===== src/ip_fragment_slot_table_defines.svh =====
// Assertion macros shared by the slot table RTL.
`ifndef IP_FRAGMENT_SLOT_TABLE_DEFINES_SVH
`define IP_FRAGMENT_SLOT_TABLE_DEFINES_SVH

// Same-cycle implication, checked outside reset.
`define IPFST_ASSERT_IMP(label, pre, post) \
  label: assert property (@(posedge clk) disable iff (rst) (pre) |-> (post)) \
    else $error("ipfst: same-cycle check failed");

// Next-cycle implication, checked outside reset.
`define IPFST_ASSERT_NXT(label, pre, post) \
  label: assert property (@(posedge clk) disable iff (rst) (pre) |=> (post)) \
    else $error("ipfst: next-cycle check failed");

`endif


===== src/ipfst_pkg.sv =====
`default_nettype none
package ipfst_pkg;

  localparam int ID_W    = 16;
  localparam int ADDR_W  = 32;
  localparam int PROTO_W = 8;
  localparam int LIFE_W  = 8;
  localparam int KEY_W   = ID_W + 2 * ADDR_W + PROTO_W;
  localparam int ENTRY_W = KEY_W + LIFE_W;
  localparam int OP_W    = 2;
  localparam int REL_W   = 3;
  localparam int SLOT_W  = 3;
  localparam int STAT_W  = 3;
  localparam int MASK_W  = 8;

  localparam logic [LIFE_W-1:0] LIFETIME_RESET = 8'd10;
  localparam logic [LIFE_W-1:0] COUNT_INIT     = 8'hFF;

  typedef enum logic [OP_W-1:0] {
    OP_LOOKUP,
    OP_TICK,
    OP_RELEASE
  } op_t;

  typedef enum logic [STAT_W-1:0] {
    ST_MATCHED,
    ST_NEW_FREE,
    ST_NEW_EVICT,
    ST_TICK,
    ST_RELEASED
  } status_t;

endpackage
`default_nettype wire


===== src/ip_fragment_slot_table.sv =====
// IPv4 reassembly context table.
// Requests enter on s_tvalid/s_tready: s_tuser carries the operation (lookup or
// install, tick, release); s_tdata carries the key and the release slot.
// Each request returns one result on m_tvalid/m_tready (status in m_tuser),
// except the undefined operation, which is dropped without a result.
// Keys and countdowns live in one RAM with a registered read; valid bits are
// flops. Lookup and tick walk the slots one read per cycle, evaluating each
// slot the cycle after its read and writing countdowns back on a tick.
// A lookup stops its walk at the first match; a tick always walks every
// slot.
// One request is in flight at a time; a new request is taken once the
// previous result has moved into the output register, even while it waits
// there. A stalled receiver holds the result and, once the next result is
// ready, holds the table too.
// cfg_valid/cfg_ready writes the install lifetime (reset value 10).
// Reset clears all valid bits and m_tvalid; no clearing pass.
`default_nettype none
`include "ip_fragment_slot_table_defines.svh"
module ip_fragment_slot_table #(
  parameter int SLOT_COUNT = 8
) (
  input  wire logic                         clk,
  input  wire logic                         rst,
  input  wire logic                         s_tvalid,
  output logic                              s_tready,
  // datagram_id, source_address, destination_address, protocol_number,
  // release_slot, zero pad
  input  wire logic [95:0]                  s_tdata,
  // op
  input  wire logic [ipfst_pkg::OP_W-1:0]   s_tuser,
  output logic                              m_tvalid,
  input  wire logic                         m_tready,
  // slot_index, expired_mask, zero pad
  output logic [15:0]                       m_tdata,
  // status
  output logic [ipfst_pkg::STAT_W-1:0]      m_tuser,
  input  wire logic                         cfg_valid,
  output logic                              cfg_ready,
  input  wire logic [ipfst_pkg::LIFE_W-1:0] cfg_data
);
  import ipfst_pkg::*;

  localparam int IDX_W = (SLOT_COUNT > 1) ? $clog2(SLOT_COUNT) : 1;
  localparam int CNT_W = $clog2(SLOT_COUNT + 1);
  localparam logic [IDX_W-1:0] LAST_IDX = IDX_W'(SLOT_COUNT - 1);
  localparam logic [CNT_W-1:0] SLOT_END = CNT_W'(SLOT_COUNT);

  typedef enum logic [1:0] {
    S_IDLE,
    S_WALK,
    S_INSTALL,
    S_DONE
  } state_t;

  state_t                state;
  op_t                   op_q;
  logic [KEY_W-1:0]      key_q;
  logic [LIFE_W-1:0]     lifetime;
  logic [SLOT_COUNT-1:0] valid;

  logic [CNT_W-1:0]      rd_cnt;
  logic                  dv;
  logic [IDX_W-1:0]      ev_idx;

  logic                  have_free;
  logic [IDX_W-1:0]      free_slot;
  logic                  have_old;
  logic [IDX_W-1:0]      old_slot;
  logic [LIFE_W-1:0]     old_cnt;
  logic [MASK_W-1:0]     mask;
  logic [IDX_W-1:0]      inst_slot;
  logic                  inst_free;

  logic [SLOT_W-1:0]     res_slot;
  status_t               res_status;
  logic [MASK_W-1:0]     res_mask;

  logic [SLOT_W-1:0]     out_slot;
  status_t               out_status;
  logic [MASK_W-1:0]     out_mask;

  logic                  ram_we;
  logic [IDX_W-1:0]      ram_waddr;
  logic [ENTRY_W-1:0]    ram_wdata;
  logic                  ram_re;
  logic [ENTRY_W-1:0]    ram_rdata;

  logic                  accept;
  op_t                   in_op;
  logic [REL_W-1:0]      in_rel;
  logic [IDX_W-1:0]      rel_idx;
  logic                  rel_in_range;
  logic                  slot_valid;
  logic                  key_hit;
  logic [LIFE_W-1:0]     cur_cnt;
  logic [LIFE_W-1:0]     cnt_dec;
  logic                  take_free;
  logic                  take_old;
  logic                  have_free_next;
  logic [IDX_W-1:0]      free_slot_next;
  logic [IDX_W-1:0]      old_slot_next;
  logic                  expire;
  logic [MASK_W-1:0]     mask_next;
  logic                  last_slot;
  logic                  out_free;
  logic                  tick_wb;

  assign cfg_ready = 1'b1;
  assign s_tready  = (state == S_IDLE);
  assign accept    = s_tvalid && s_tready;
  assign in_op     = op_t'(s_tuser);
  assign in_rel    = s_tdata[KEY_W +: REL_W];
  assign rel_idx   = IDX_W'(in_rel);
  assign rel_in_range = (32'(in_rel) < SLOT_COUNT);

  assign m_tdata = {5'd0, out_mask, out_slot};
  assign m_tuser = out_status;
  assign out_free = !m_tvalid || m_tready;

  assign slot_valid = valid[ev_idx];
  assign key_hit    = (ram_rdata[KEY_W-1:0] == key_q);
  assign cur_cnt    = ram_rdata[ENTRY_W-1 -: LIFE_W];
  assign cnt_dec    = cur_cnt - LIFE_W'(cur_cnt != '0);
  assign last_slot  = (ev_idx == LAST_IDX);

  assign take_free      = dv && !slot_valid;
  assign take_old       = dv && slot_valid && !key_hit && (!have_old || cur_cnt < old_cnt);
  assign have_free_next = have_free || take_free;
  assign free_slot_next = take_free ? ev_idx : free_slot;
  assign old_slot_next  = take_old ? ev_idx : old_slot;
  assign expire         = slot_valid && (cnt_dec == '0);
  assign mask_next      = expire ? (mask | (MASK_W'(1) << ev_idx)) : mask;

  assign tick_wb   = (state == S_WALK) && (op_q == OP_TICK) && dv;
  assign ram_re    = (state == S_WALK) && (rd_cnt < SLOT_END);
  assign ram_we    = (state == S_INSTALL) || (tick_wb && slot_valid);
  assign ram_waddr = (state == S_INSTALL) ? inst_slot : ev_idx;
  assign ram_wdata = (state == S_INSTALL) ? {lifetime, key_q}
                                          : {cnt_dec, ram_rdata[KEY_W-1:0]};

  ipfst_ram #(
    .WIDTH(ENTRY_W),
    .DEPTH(SLOT_COUNT)
  ) u_entry_ram (
    .clk  (clk),
    .we   (ram_we),
    .waddr(ram_waddr),
    .wdata(ram_wdata),
    .re   (ram_re),
    .raddr(rd_cnt[IDX_W-1:0]),
    .rdata(ram_rdata)
  );

  always_ff @(posedge clk) begin
    if (rst) begin
      lifetime <= LIFETIME_RESET;
    end else if (cfg_valid && cfg_ready) begin
      lifetime <= cfg_data;
    end
  end

  always_ff @(posedge clk) begin
    if (rst) begin
      state    <= S_IDLE;
      valid    <= '0;
      m_tvalid <= 1'b0;
      dv       <= 1'b0;
    end else begin
      if ((state == S_DONE) && out_free) begin
        m_tvalid <= 1'b1;
      end else if (m_tready) begin
        m_tvalid <= 1'b0;
      end
      unique case (state)
        S_IDLE: begin
          if (accept) begin
            op_q      <= in_op;
            key_q     <= s_tdata[KEY_W-1:0];
            rd_cnt    <= '0;
            dv        <= 1'b0;
            have_free <= 1'b0;
            have_old  <= 1'b0;
            old_cnt   <= COUNT_INIT;
            mask      <= '0;
            case (in_op) inside
              OP_LOOKUP, OP_TICK: begin
                state <= S_WALK;
              end
              OP_RELEASE: begin
                if (rel_in_range) begin
                  valid[rel_idx] <= 1'b0;
                end
                res_slot   <= in_rel;
                res_status <= ST_RELEASED;
                res_mask   <= '0;
                state      <= S_DONE;
              end
              default: begin
                state <= S_IDLE;
              end
            endcase
          end
        end
        S_WALK: begin
          dv <= ram_re;
          if (ram_re) begin
            rd_cnt <= rd_cnt + CNT_W'(1);
            ev_idx <= rd_cnt[IDX_W-1:0];
          end
          if (dv) begin
            if (op_q == OP_TICK) begin
              mask <= mask_next;
              if (expire) begin
                valid[ev_idx] <= 1'b0;
              end
              if (last_slot) begin
                res_slot   <= '0;
                res_status <= ST_TICK;
                res_mask   <= mask_next;
                state      <= S_DONE;
              end
            end else if (slot_valid && key_hit) begin
              res_slot   <= SLOT_W'(ev_idx);
              res_status <= ST_MATCHED;
              res_mask   <= '0;
              state      <= S_DONE;
            end else begin
              have_free <= have_free_next;
              free_slot <= free_slot_next;
              if (take_old) begin
                have_old <= 1'b1;
                old_cnt  <= cur_cnt;
                old_slot <= ev_idx;
              end
              if (last_slot) begin
                inst_slot <= have_free_next ? free_slot_next : old_slot_next;
                inst_free <= have_free_next;
                state     <= S_INSTALL;
              end
            end
          end
        end
        S_INSTALL: begin
          valid[inst_slot] <= 1'b1;
          res_slot   <= SLOT_W'(inst_slot);
          res_status <= inst_free ? ST_NEW_FREE : ST_NEW_EVICT;
          res_mask   <= '0;
          state      <= S_DONE;
        end
        S_DONE: begin
          if (out_free) begin
            out_slot   <= res_slot;
            out_status <= res_status;
            out_mask   <= res_mask;
            state      <= S_IDLE;
          end
        end
        default: begin
          state <= S_IDLE;
        end
      endcase
    end
  end

  `IPFST_ASSERT_IMP(a_ram_write_src, ram_we, (state == S_INSTALL) || tick_wb)
  `IPFST_ASSERT_NXT(a_install_sets_valid, state == S_INSTALL, valid[$past(inst_slot)])
  `IPFST_ASSERT_IMP(a_tick_slot_zero, m_tvalid && (out_status == ST_TICK), out_slot == '0)
  `IPFST_ASSERT_IMP(a_lookup_no_mask, m_tvalid && (out_status <= ST_NEW_EVICT), out_mask == '0)

endmodule
`default_nettype wire


===== src/ipfst_ram.sv =====
`default_nettype none
module ipfst_ram #(
  parameter int WIDTH = 96,
  parameter int DEPTH = 8,
  localparam int AW = (DEPTH > 1) ? $clog2(DEPTH) : 1
) (
  input  wire logic             clk,
  input  wire logic             we,
  input  wire logic [AW-1:0]    waddr,
  input  wire logic [WIDTH-1:0] wdata,
  input  wire logic             re,
  input  wire logic [AW-1:0]    raddr,
  output logic      [WIDTH-1:0] rdata
);

  logic [WIDTH-1:0] mem [DEPTH];

  always_ff @(posedge clk) begin
    if (we) begin
      mem[waddr] <= wdata;
    end
  end

  always_ff @(posedge clk) begin
    if (re) begin
      rdata <= mem[raddr];
    end
  end

endmodule
`default_nettype wire


===== config.mk =====
export PLATFORM = sky130hd
export DESIGN_NAME = ip_fragment_slot_table
export DESIGN_NICKNAME = d
export VERILOG_FILES = /design/src/ipfst_pkg.sv /design/src/ip_fragment_slot_table.sv /design/src/ipfst_ram.sv
export VERILOG_INCLUDE_DIRS = /design/src /design/src/src
export SDC_FILE = /design/constraint.sdc
export NUM_CORES = 1
export LEC_CHECK = 0
export BUFFER_PORTS_ARGS = -buffer_cell sky130_fd_sc_hd__buf_2
export CORE_MARGIN = 2
export CORE_UTILIZATION = 44
export CTS_CLUSTER_SIZE = 16
export DETAILED_ROUTE_END_ITERATION = 8
export PLACE_DENSITY_LB_ADDON = 0.3
export SLEW_MARGIN = 5
export SYNTH_ARGS = -nofsm -noshare
export SYNTH_HDL_FRONTEND = slang
export SYNTH_HIERARCHICAL = 1
export SYNTH_SLANG_ARGS = --single-unit

===== constraint.sdc =====
create_clock -name clk -period 10.75 [get_ports clk]
set_input_delay 2.15 -clock clk [delete_from_list [all_inputs] [get_ports clk]]
set_output_delay 2.15 -clock clk [all_outputs]
set_load 0.03 [all_outputs]

==> results of run 1 <==
[stage by stage]
stage	utilization	power [uW]	cell area, sq um	setup WS [ns]	hold slack (ns)
final	0.499	10300	46400	5.71	0.417
after global routing	0.499	10700	46400	5.39	0.421
after CTS	0.499	10400	46400	5.70	0.418
after detailed placement	0.463	6970	43100	5.67	0.405
after global placement	0.463	6910	43100	5.73	0.402
after floorplan	-	6480	41000	1.95	0.400
[worst max path at each step]
stage | start | endpoint | slack [ns]
5_1_grt | state[0]$_SDFFE_PP0P_ | u_entry_ram/mem[2][36]$_DFFE_PP_ | 5.39
6_report | state[0]$_SDFFE_PP0P_ | u_entry_ram/mem[7][25]$_DFFE_PP_ | 5.71
3_5_place_dp | state[0]$_SDFFE_PP0P_ | u_entry_ram/mem[7][40]$_DFFE_PP_ | 5.67
4_1_cts | state[0]$_SDFFE_PP0P_ | u_entry_ram/mem[2][59]$_DFFE_PP_ | 5.70
2_1_floorplan | state[0]$_SDFFE_PP0P_ | u_entry_ram/mem[0][0]$_DFFE_PP_ | 1.95
3_3_place_gp | state[0]$_SDFFE_PP0P_ | u_entry_ram/mem[2][2]$_DFFE_PP_ | 5.73
[placed cells by master (no fill, tap or decap), types with 5 or more instances in the layout]
cell / count
edfxtp_1: 1017
mux4_2: 196
mux2_2: 189
buf_2: 121
clkbuf_16: 107
xnor2_1: 59
nor2_1: 41
xor2_1: 36
inv_1: 28
buf_4: 28
nand2_1: 27
clkbuf_1: 26
nand4_1: 24
clkinv_2: 24
clkinv_1: 21
dfxtp_1: 20
nand2b_1: 19
nor4_1: 19
a21oi_1: 17
o21ai_0: 17
ha_1: 14
a31oi_1: 13
mux2i_1: 11
nor2b_1: 11
nand3_1: 10
nor3_1: 8
and2_1: 6
conb_1: 6
nor2_4: 6
a211oi_1: 5
o211ai_1: 5
bufinv_16: 5
[metal layers]
metal  GRT usage  share of wire  vias to the layer above
met4      0.0604          0.028                        2
met1       0.257           0.42                    10300
met3      0.0299          0.059                      158
met5           0        0.00015                        -
li1            -              -                     8364
met2       0.305           0.49                      618
[power groups by stage]
stage / sequential [uW] / combinational (uW) / clock [uW]
6_report: 5130 / 1730 / 3470
5_1_grt: 5150 / 1880 / 3690
4_1_cts: 5130 / 1760 / 3540
3_5_place_dp: 5220 / 1760 / 0
3_3_place_gp: 5200 / 1700 / 0
2_1_floorplan: 5210 / 1280 / 0
[kinds of logic (layout without fill, tap and decap cells)]
| family | count (synthesis) | in the layout | synth area share |
|---|---|---|---|
| and+or+nand+nor | 199 | 199 | 0.0272 |
| buffers and inverters | 120 | 374 | 0.0154 |
| adders and majority gates | 15 | 15 | 0.00457 |
| other | 2 | 6 | 0.000183 |
| DFF | 1037 | 1037 | 0.754 |
| xor gates and xnor gates | 96 | 96 | 0.0207 |
| AOI/OAI and AO/OA | 92 | 92 | 0.0154 |
| muxes | 397 | 397 | 0.162 |
[cell usage after synthesis, types with 17 or more instances]
cell type | instances | area [sq um]
nor4_1 | 21 | 131
buf_6 | 20 | 225
nor2_1 | 47 | 176
nand2_1 | 27 | 101
a21oi_1 | 17 | 85.1
dfxtp_1 | 20 | 400
xnor2_1 | 59 | 517
edfxtp_1 | 1017 | 30500
o21ai_0 | 17 | 85.1
mux2_2 | 189 | 2130
nand2b_1 | 19 | 119
mux4_2 | 196 | 4410
inv_1 | 28 | 105
nand4_1 | 24 | 150
clkbuf_1 | 49 | 184
xor2_1 | 36 | 315
[layout make-up]
cell class	instances	area, sq um	share of cell area
clock buffer	134	2790	0.0602
clock inverter	60	502	0.0108
inverter	28	105	0.00227
multi-input combinational	805	9570	0.206
sequential	1037	30900	0.668
tap	1254	1570	0.0339
timing repair buffer	152	876	0.0189
[critical path: stages, from the launching register on]
cell and delay [ns]:
dfxtp_1 0.35, inv_1 0.13, ha_4 0.13, buf_4 0.75
nand2_1 0.36, o21ai_0 0.40, nand2_1 0.28, nor2_4 0.72
buf_4 0.58, buf_4 0.89
[flip-flops by register name (all words and copies together), names as in the netlist, 4 cells and up]
name,count
key_q,88
lifetime,8
mask,8
old_cnt,8
out_mask,8
rd_cnt,4
res_mask,8
u_entry_ram/mem,768
u_entry_ram/rdata,96
valid,8
==> results.yml, run 1 <==
power:
  combPwrFrac: 0.168
  p_switching_uw: 2640
  intPower_uw: 7690
  p_per_area_nw_per_um2: 223
  p_leak_uw: 0.0146
  p_sw_frac: 0.256
  peakVddDrop_v: 0.000146
  seq_power_share: 0.497
  clockPowerShare: 0.336
clocking:
  path_clk_slew_ns: 0.06
  cts_resized: 0
  cts_tree: "done"
  cts_max_level: 3
  post_cts_buffers: 0
  clock-root-buffer: "clkbuf_16"
  cts_buffers: 105
  cts.path.max_buffers: 3
  clock_sinks: 1037
  hold_buffers: 0
  clock_latency_ns: 0.68
synth:
  yosys_warnings: 6
  postSynthAreaPerCell_sq_um: 21.0
  ys_ff_latch: 1037
  async_reset_ff_frac: 0
  synth_edf_count: 1017
  synth_flop_cell: "edfxtp_1"
  synthDistinctLibCells: 63
  synth_area_sq_um: 41000
  synth-seq-area-share: 0.754
  synth_cells: 1958
sta:
  fin_crit_sh: 0.469
  fin_crit_ns: 5.04
  finalSetupViolations: 0
  finalSetupTns_ns: 0
  hold_violations: 0
  slew_headroom: 0.208
  slew_violations: 0
  worstMarginPinSlew_ns: 1.18
  rsz0062_at_grt: "no"
  finClkSkew_ns: 0.0607
  fmax_mhz: 198
setup_path:
  critPathMaxFanout: 62
  r2r-end: "u_entry_ram/mem[7][25]$_DFFE_PP_"
  end_kind: "flop"
  critPathKind: "reg2reg"
  worstReg2RegStart: "state[0]$_SDFFE_PP0P_"
  rr_worst_depth: 9
  critPathRequiredTime_ns: 11.04
  r2r_setup_slack_ns: 5.71
  arrival_ns: 5.33
  crit_path_start_kind: "flop"
detailed_routing:
  wl_per_cell_um: 25.3
  drtPass1Iterations: 7
  via_count: 19500
  routed_wl_mm: 88.0
  routed_via_density: 5.61
  drt_iter0_markers: 1707
  ant_nets: 0
  drc: 0
min_path:
  hold_depth: 0
  hold_class: "reg2reg"
  whs_endpoint: "out_slot[1]$_DFFE_PP_"
  hold_start: "res_slot[1]$_DFFE_PP_"
final_layout:
  num_antenna_cells: 0
  finalNonFillerCells: 3470
  nets: 2255
  area_growth_pct: 13.0
  fillers: 7401
  drive_gt1_frac: 0.319
place:
  gp_congestion: 0.813
  io_buffers: 121
  dp_hpwl_mm: 47.8
  placed_cells: 3276
die:
  std_cell_rows: 112
  ios: 133
  die_area_sq_um: 95700
  die_w_um: 309
  initial_core_util: 0.442
  core_area_sq_um: 92900
  die_h_um: 309
global_route:
  grt_overflow: 0
  grt_max_degree: 157
  grt_usage: 0.186
  first_global_vias: 20200
  grt_pass1_wl_mm: 131
  antenna_found_initial: 4
flow_run:
  cap_violations: 0
outcome:
  status: "completed"
Note: power is estimated with default switching activity, not from simulation.
==> inputs of run 2 (changes only) <==
Clock period 10.75 ns to 5 ns, I/O delays scaled along.
==> run 2 against run 1 <==
Against the previous run:
- clock power rose by 110%
- fmax increased by 35%
- total power up 110%
- hold slack improved by 0.0021 ns
- clock skew shrank 0.033 ns
- count of clock-buffer cells in the layout increased by 4
- critical endpoint is now res_mask[2]$_SDFFCE_PN0P_
==> results.yml, run 2 (synthesis gave the netlist of run 1 again) <==
outcome:
  status: "completed"
sta:
  rsz0062_at_grt: "no"
  finClkSkew_ns: 0.0274
  slew_violations: 0
  fmax_mhz: 268
  fin_ws_ns: 1.27
  worstMarginPinSlew_ns: 1.18
  fin_crit_sh: 0.746
  finalSetupViolations: 0
  hold_violations: 0
  fin_crit_ns: 3.73
  slew_headroom: 0.207
clocking:
  cts_max_level: 3
  cts.path.max_buffers: 3
  hold_buffers: 0
  cts_tree: "done"
  clock_latency_ns: 0.67
  cts_buffers: 105
  path_clk_slew_ns: 0.06
  cts_resized: 0
  post_cts_buffers: 0
  clock-root-buffer: "clkbuf_16"
  clock_sinks: 1037
min_path:
  hold_class: "reg2reg"
  hold_depth: 0
die:
  core_area_sq_um: 92900
  std_cell_rows: 112
  die_w_um: 309
  die_h_um: 309
  die_area_sq_um: 95700
  initial_core_util: 0.442
  ios: 133
setup_path:
  crit_path_start_kind: "flop"
  critPathMaxFanout: 14
  cpMaxStageDelayCell: "nor4_1"
  worstReg2RegStart: "u_entry_ram/rdata[2]$_DFFE_PP_"
  crit_chain: "xnor2_1 > nand4_1 > nor4_1 > nand4_1 > o31ai_1 > and3_1"
  r2r-end: "res_mask[2]$_SDFFCE_PN0P_"
  path_depth: 6
  end_kind: "flop"
  critPathKind: "reg2reg"
  arrival_ns: 4.02
  crit_path_end: "res_mask[2]$_SDFFCE_PN0P_"
  r2r_setup_slack_ns: 1.27
  cp.buffers_inverters: 0
  critPathMaxStageDelay_ns: 0.69
  path_common_cell: "nand4_1"
  critPathRequiredTime_ns: 5.29
  rr_worst_depth: 6
  path_delay_family: "simple AND/OR/NAND/NOR gates"
  worstSetupStartpoint: "u_entry_ram/rdata[2]$_DFFE_PP_"
final_layout:
  nets: 2262
  fin_util: 0.501
  top_register: "u_entry_ram/mem"
  design_area_sq_um: 46500
  top_regs: "u_entry_ram/mem x768, u_entry_ram/rdata x96, key_q x88"
  finalNonFillerCells: 3482
  drive_gt1_frac: 0.319
  largest_reg_flops: 768
  area_growth_pct: 13.4
  final_common_cell: "edfxtp_1"
  final_cell_mix: "1017 x edfxtp_1, 196 x mux4_2, 189 x mux2_2, 121 x buf_2, 107 x clkbuf_16"
detailed_routing:
  wl_per_cell_um: 25.4
  drc: 0
  via_count: 19400
  routed_wl_mm: 88.5
  ant_nets: 0
  drtPass1Iterations: 5
  drt_iter0_markers: 1836
  routed_via_density: 5.58
global_route:
  first_global_vias: 20300
  antenna_found_initial: 2
  grt_usage: 0.186
  grt_max_degree: 126
  grt_overflow: 0
  grt_pass1_wl_mm: 131
flow_run:
  cap_violations: 0
place:
  io_buffers: 121
  dp_hpwl_mm: 48.6
  placed_cells: 3283
  pre_cts_slack_ns: 1.31
  placed_area_sq_um: 43300
  gp_congestion: 0.860
power:
  p_leak_uw: 0.0147
  p_per_area_nw_per_um2: 476
  peakVddDrop_v: 0.000279
-- run 2: changes by cell type in the layout (fill, tap and decap cells not counted), moves of 3 or more --
cell / delta
buf_12: +15
buf_4: -8
clkbuf_1: +4
clkinv_1: +4
inv_6: +3
-- run 2: cell type report --
class	count	area, sq um
Inverter	28	105
Fill cell	7342	46400
Sequential cell	1037	30900
Multi-Input combinational cell	805	9580
Timing Repair Buffer	159	1120
Antenna cell	1	2.50
Clock inverter	60	427
Tap cell	1254	1570
Clock buffer	138	2800
-- run 2: per-stage QoR --
stage	hold slack, ns	total power, uW	setup TNS, ns
finish	0.419	22100	0
detailed placement	0.405	15000	0
global route	0.423	23000	0
global placement	0.403	14900	0
CTS	0.420	22400	0
floorplan	0.400	13900	-424.03
-- run 2: routing by layer --
metal,GRT usage,share of wire
met3,0.0262,0.050
met5,0,0
met2,0.306,0.49
met1,0.260,0.44
met4,0.0545,0.022
-- run 2: worst min-delay path by stage --
| stage | startpoint | slack (ns) | endpoint |
|---|---|---|---|
| after global routing | res_mask[3]$_SDFFCE_PN0P_ | 0.42 | out_mask[3]$_DFFE_PP_ |
| final | res_mask[4]$_SDFFCE_PN0P_ | 0.42 | out_mask[4]$_DFFE_PP_ |
| after global placement | res_status[2]$_DFFE_PP_ | 0.40 | m_tuser[2]$_DFFE_PP_ |
| after floorplan | res_status[0]$_DFFE_PP_ | 0.40 | m_tuser[0]$_DFFE_PP_ |
| after detailed placement | res_mask[4]$_SDFFCE_PN0P_ | 0.40 | out_mask[4]$_DFFE_PP_ |
| after CTS | res_mask[4]$_SDFFCE_PN0P_ | 0.42 | out_mask[4]$_DFFE_PP_ |
-- run 2: worst reg2reg max path, delay by kind of cell, from the launching register on --
family,cells,cell delay (ns)
AND/OR/NAND/NOR,4,2.06
AO/OA/AOI/OAI,1,0.54
flip-flops,1,0.41
XOR/XNOR,1,0.34
-- run 2: report_power, final --
part           switching (uW)  internal [uW]
Combinational            2200           1570
Clock                    3170           4160
Sequential                261          10800
==> inputs of run 3 (changes only) <==
Settings changed: ABC_AREA set to 1.
Clock period 5 ns to 3.85 ns, I/O delays scaled along.
==> run 3 against run 2 <==
Against the previous run:
- first-iteration DRC count increased by 22%
- flip-flop and latch count unchanged
- register-to-register slack got worse by 0.63 ns
==> results.yml, run 3 <==
global_route:
  first_global_vias: 28300
  grt_overflow: 0
  grt_usage: 0.193
  grt_pass1_wl_mm: 159
  antenna_found_initial: 3
  grt_max_degree: 168
detailed_routing:
  via_count: 29200
  drc: 0
  drtPass1Iterations: 6
  drt_iter0_markers: 2247
  ant_nets: 0
  wl_per_cell_um: 16.9
  routed_via_density: 4.79
  routed_wl_mm: 103
synth:
  synth_edf_count: 1017
  synth_top_cell_by_area: "edfxtp_1"
  synth_cells: 4519
  async_reset_ff_frac: 0
  ys_ff_latch: 1037
  post_synth_main_area_contributors: "edfxtp_1 67%, nand2_1 14%, inv_1 7.2%"
  netlist_top_cells_count: "1677 x nand2_1, 1017 x edfxtp_1, 876 x inv_1"
  yosysTopAreaCellShare: 0.667
  synth_flop_cell: "edfxtp_1"
  synth-seq-area-share: 0.676
  synth.most_common_cell: "nand2_1"
  postSynthAreaPerCell_sq_um: 10.1
  synth_area_sq_um: 45800
  synthDistinctLibCells: 38
  yosys_warnings: 6
die:
  die_h_um: 327
  die_area_sq_um: 107000
  ios: 133
  core_area_sq_um: 103000
  std_cell_rows: 118
  initial_core_util: 0.443
  die_w_um: 327
clocking:
  cts_tree: "done"
  post_cts_buffers: 0
  clock_latency_ns: 0.68
  cts.path.max_buffers: 3
  clock-root-buffer: "clkbuf_16"
  cts_buffers: 106
  hold_buffers: 0
  cts_max_level: 3
  path_clk_slew_ns: 0.06
  cts_resized: 0
  clock_sinks: 1037
setup_path:
  end_kind: "flop"
  arrival_ns: 3.51
  crit_path_start_kind: "flop"
  critPathMaxStageDelay_ns: 0.55
  path_common_cell: "nand2_1"
  cpMaxStageDelayCell: "buf_12"
  critPathRequiredTime_ns: 4.15
  crit_chain: "inv_1 > nor2_1 > nand2_1 > o2111ai_1 > o21ai_2 > o31ai_1 > nand2_1 > nor2_4 > buf_12"
  worstSetupStartpoint: "ev_idx[0]$_DFFE_PP_"
  critPathKind: "reg2reg"
  worstReg2RegStart: "ev_idx[0]$_DFFE_PP_"
  critPathMaxFanout: 83
final_layout:
  design_area_sq_um: 51200
  final_cell_mix: "1677 x nand2_1, 1017 x edfxtp_1, 875 x inv_1, 403 x nand3_1, 121 x buf_2"
  nets: 4743
  num_antenna_cells: 0
  largest_reg_flops: 768
  fillers: 9128
  drive_gt1_frac: 0.0761
  top_regs: "u_entry_ram/mem x768, u_entry_ram/rdata x96, key_q x88"
  area_growth_pct: 11.8
  top_register: "u_entry_ram/mem"
  final_common_cell: "nand2_1"
sta:
  finalSetupTns_ns: 0
  slew_violations: 0
  fin_crit_ns: 3.21
  finClkSkew_ns: 0.0190
  hold_violations: 0
  finalSetupViolations: 0
  worstMarginPinSlew_ns: 1.10
  fin_crit_sh: 0.834
  fmax_mhz: 312
  slew_headroom: 0.269
  rsz0062_at_grt: "no"
place:
  dp_hpwl_mm: 52.0
  placed_area_sq_um: 47800
  gp_congestion: 0.862
  io_buffers: 121
min_path:
  hold_class: "in2reg"
  hold_start: "s_tdata[26]"
power:
  peakVddDrop_v: 0.000353
  p_per_area_nw_per_um2: 630
  p_leak_uw: 0.0224
flow_run:
  cap_violations: 0
outcome:
  status: "completed"
## run 3: cell count changes in the layout (fill, tap and decap cells not counted), moves of 20 or more
| cell | delta |
|---|---|
| inv_1 | +847 |
| mux2_2 | -189 |
| mux4_2 | -196 |
| nand2_1 | +1650 |
| nand3_1 | +393 |
| nor2_1 | +54 |
| nor4_1 | -20 |
| o21ai_0 | +37 |
## run 3: final timing paths
| path | end | slack, ns | cells past startpoint |
|---|---|---|---|
| max | u_entry_ram/mem[7][66]$_DFFE_PP_ | 0.64 | 9 |
| min | key_q[26]$_DFFE_PP_ | 0.26 | 1 |
| max reg2reg | u_entry_ram/mem[7][66]$_DFFE_PP_ | 0.64 | 9 |
| min reg2reg | out_mask[7]$_DFFE_PP_ | 0.42 | 0 |
## run 3: cell type report
type,instances,area [sq um],share of cell area
Inverter,882,3330,0.0651
Clock inverter,68,617,0.0120
Sequential cell,1037,30900,0.604
Timing Repair Buffer,171,1280,0.0250
Multi-Input combinational cell,2419,10500,0.205
Clock buffer,130,2810,0.0548
Tap cell,1380,1730,0.0337
## run 3: critical path: cells and delay by family (launching register included)
kind / cells / cell delay, ns
compound gates: 3 / 0.74
simple gates: 4 / 0.95
buf+inv: 2 / 0.66
flops: 1 / 0.42
## run 3: metrics by stage
step	total power, uW	utilization	setup WS (ns)	std cells	hold slack (ns)
3_3_place_gp	22300	0.462	0.814	5889	0.401
3_5_place_dp	22500	0.462	0.767	5889	0.405
5_1_grt	33900	0.495	0.431	6087	0.238
4_1_cts	32500	0.495	0.727	6087	0.215
6_report	32300	0.495	0.641	6087	0.260
2_1_floorplan	20300	-	-0.554	4523	0.400
## run 3: cells by family after synthesis
logic type	share of synthesized area
simple gates	0.195
buf+inv	0.0975
flops	0.676
compound gates	0.0134
xor+xnor	0.0145
fa+ha+maj	0.00410
other cells	0.000164
## run 3: layer usage
layer | vias up | part of all wire | GRT usage
met1 | 13800 | 0.44 | 0.257
li1 | 14400 | - | -
met2 | 755 | 0.48 | 0.327
met4 | 4 | 0.025 | 0.0605
met5 | - | 0.00029 | 0
met3 | 156 | 0.055 | 0.0266
## run 3: where the power goes
| group | total, uW | internal (uW) | switching (uW) | leakage [uW] |
|---|---|---|---|---|
| Combinational | 6960 | 1790 | 5170 | 0.0113 |
| Clock | 10000 | 5790 | 4250 | 0.00167 |
| Sequential | 15300 | 14800 | 431 | 0.00939 |
| Total | 32300 | 22400 | 9850 | 0.0224 |
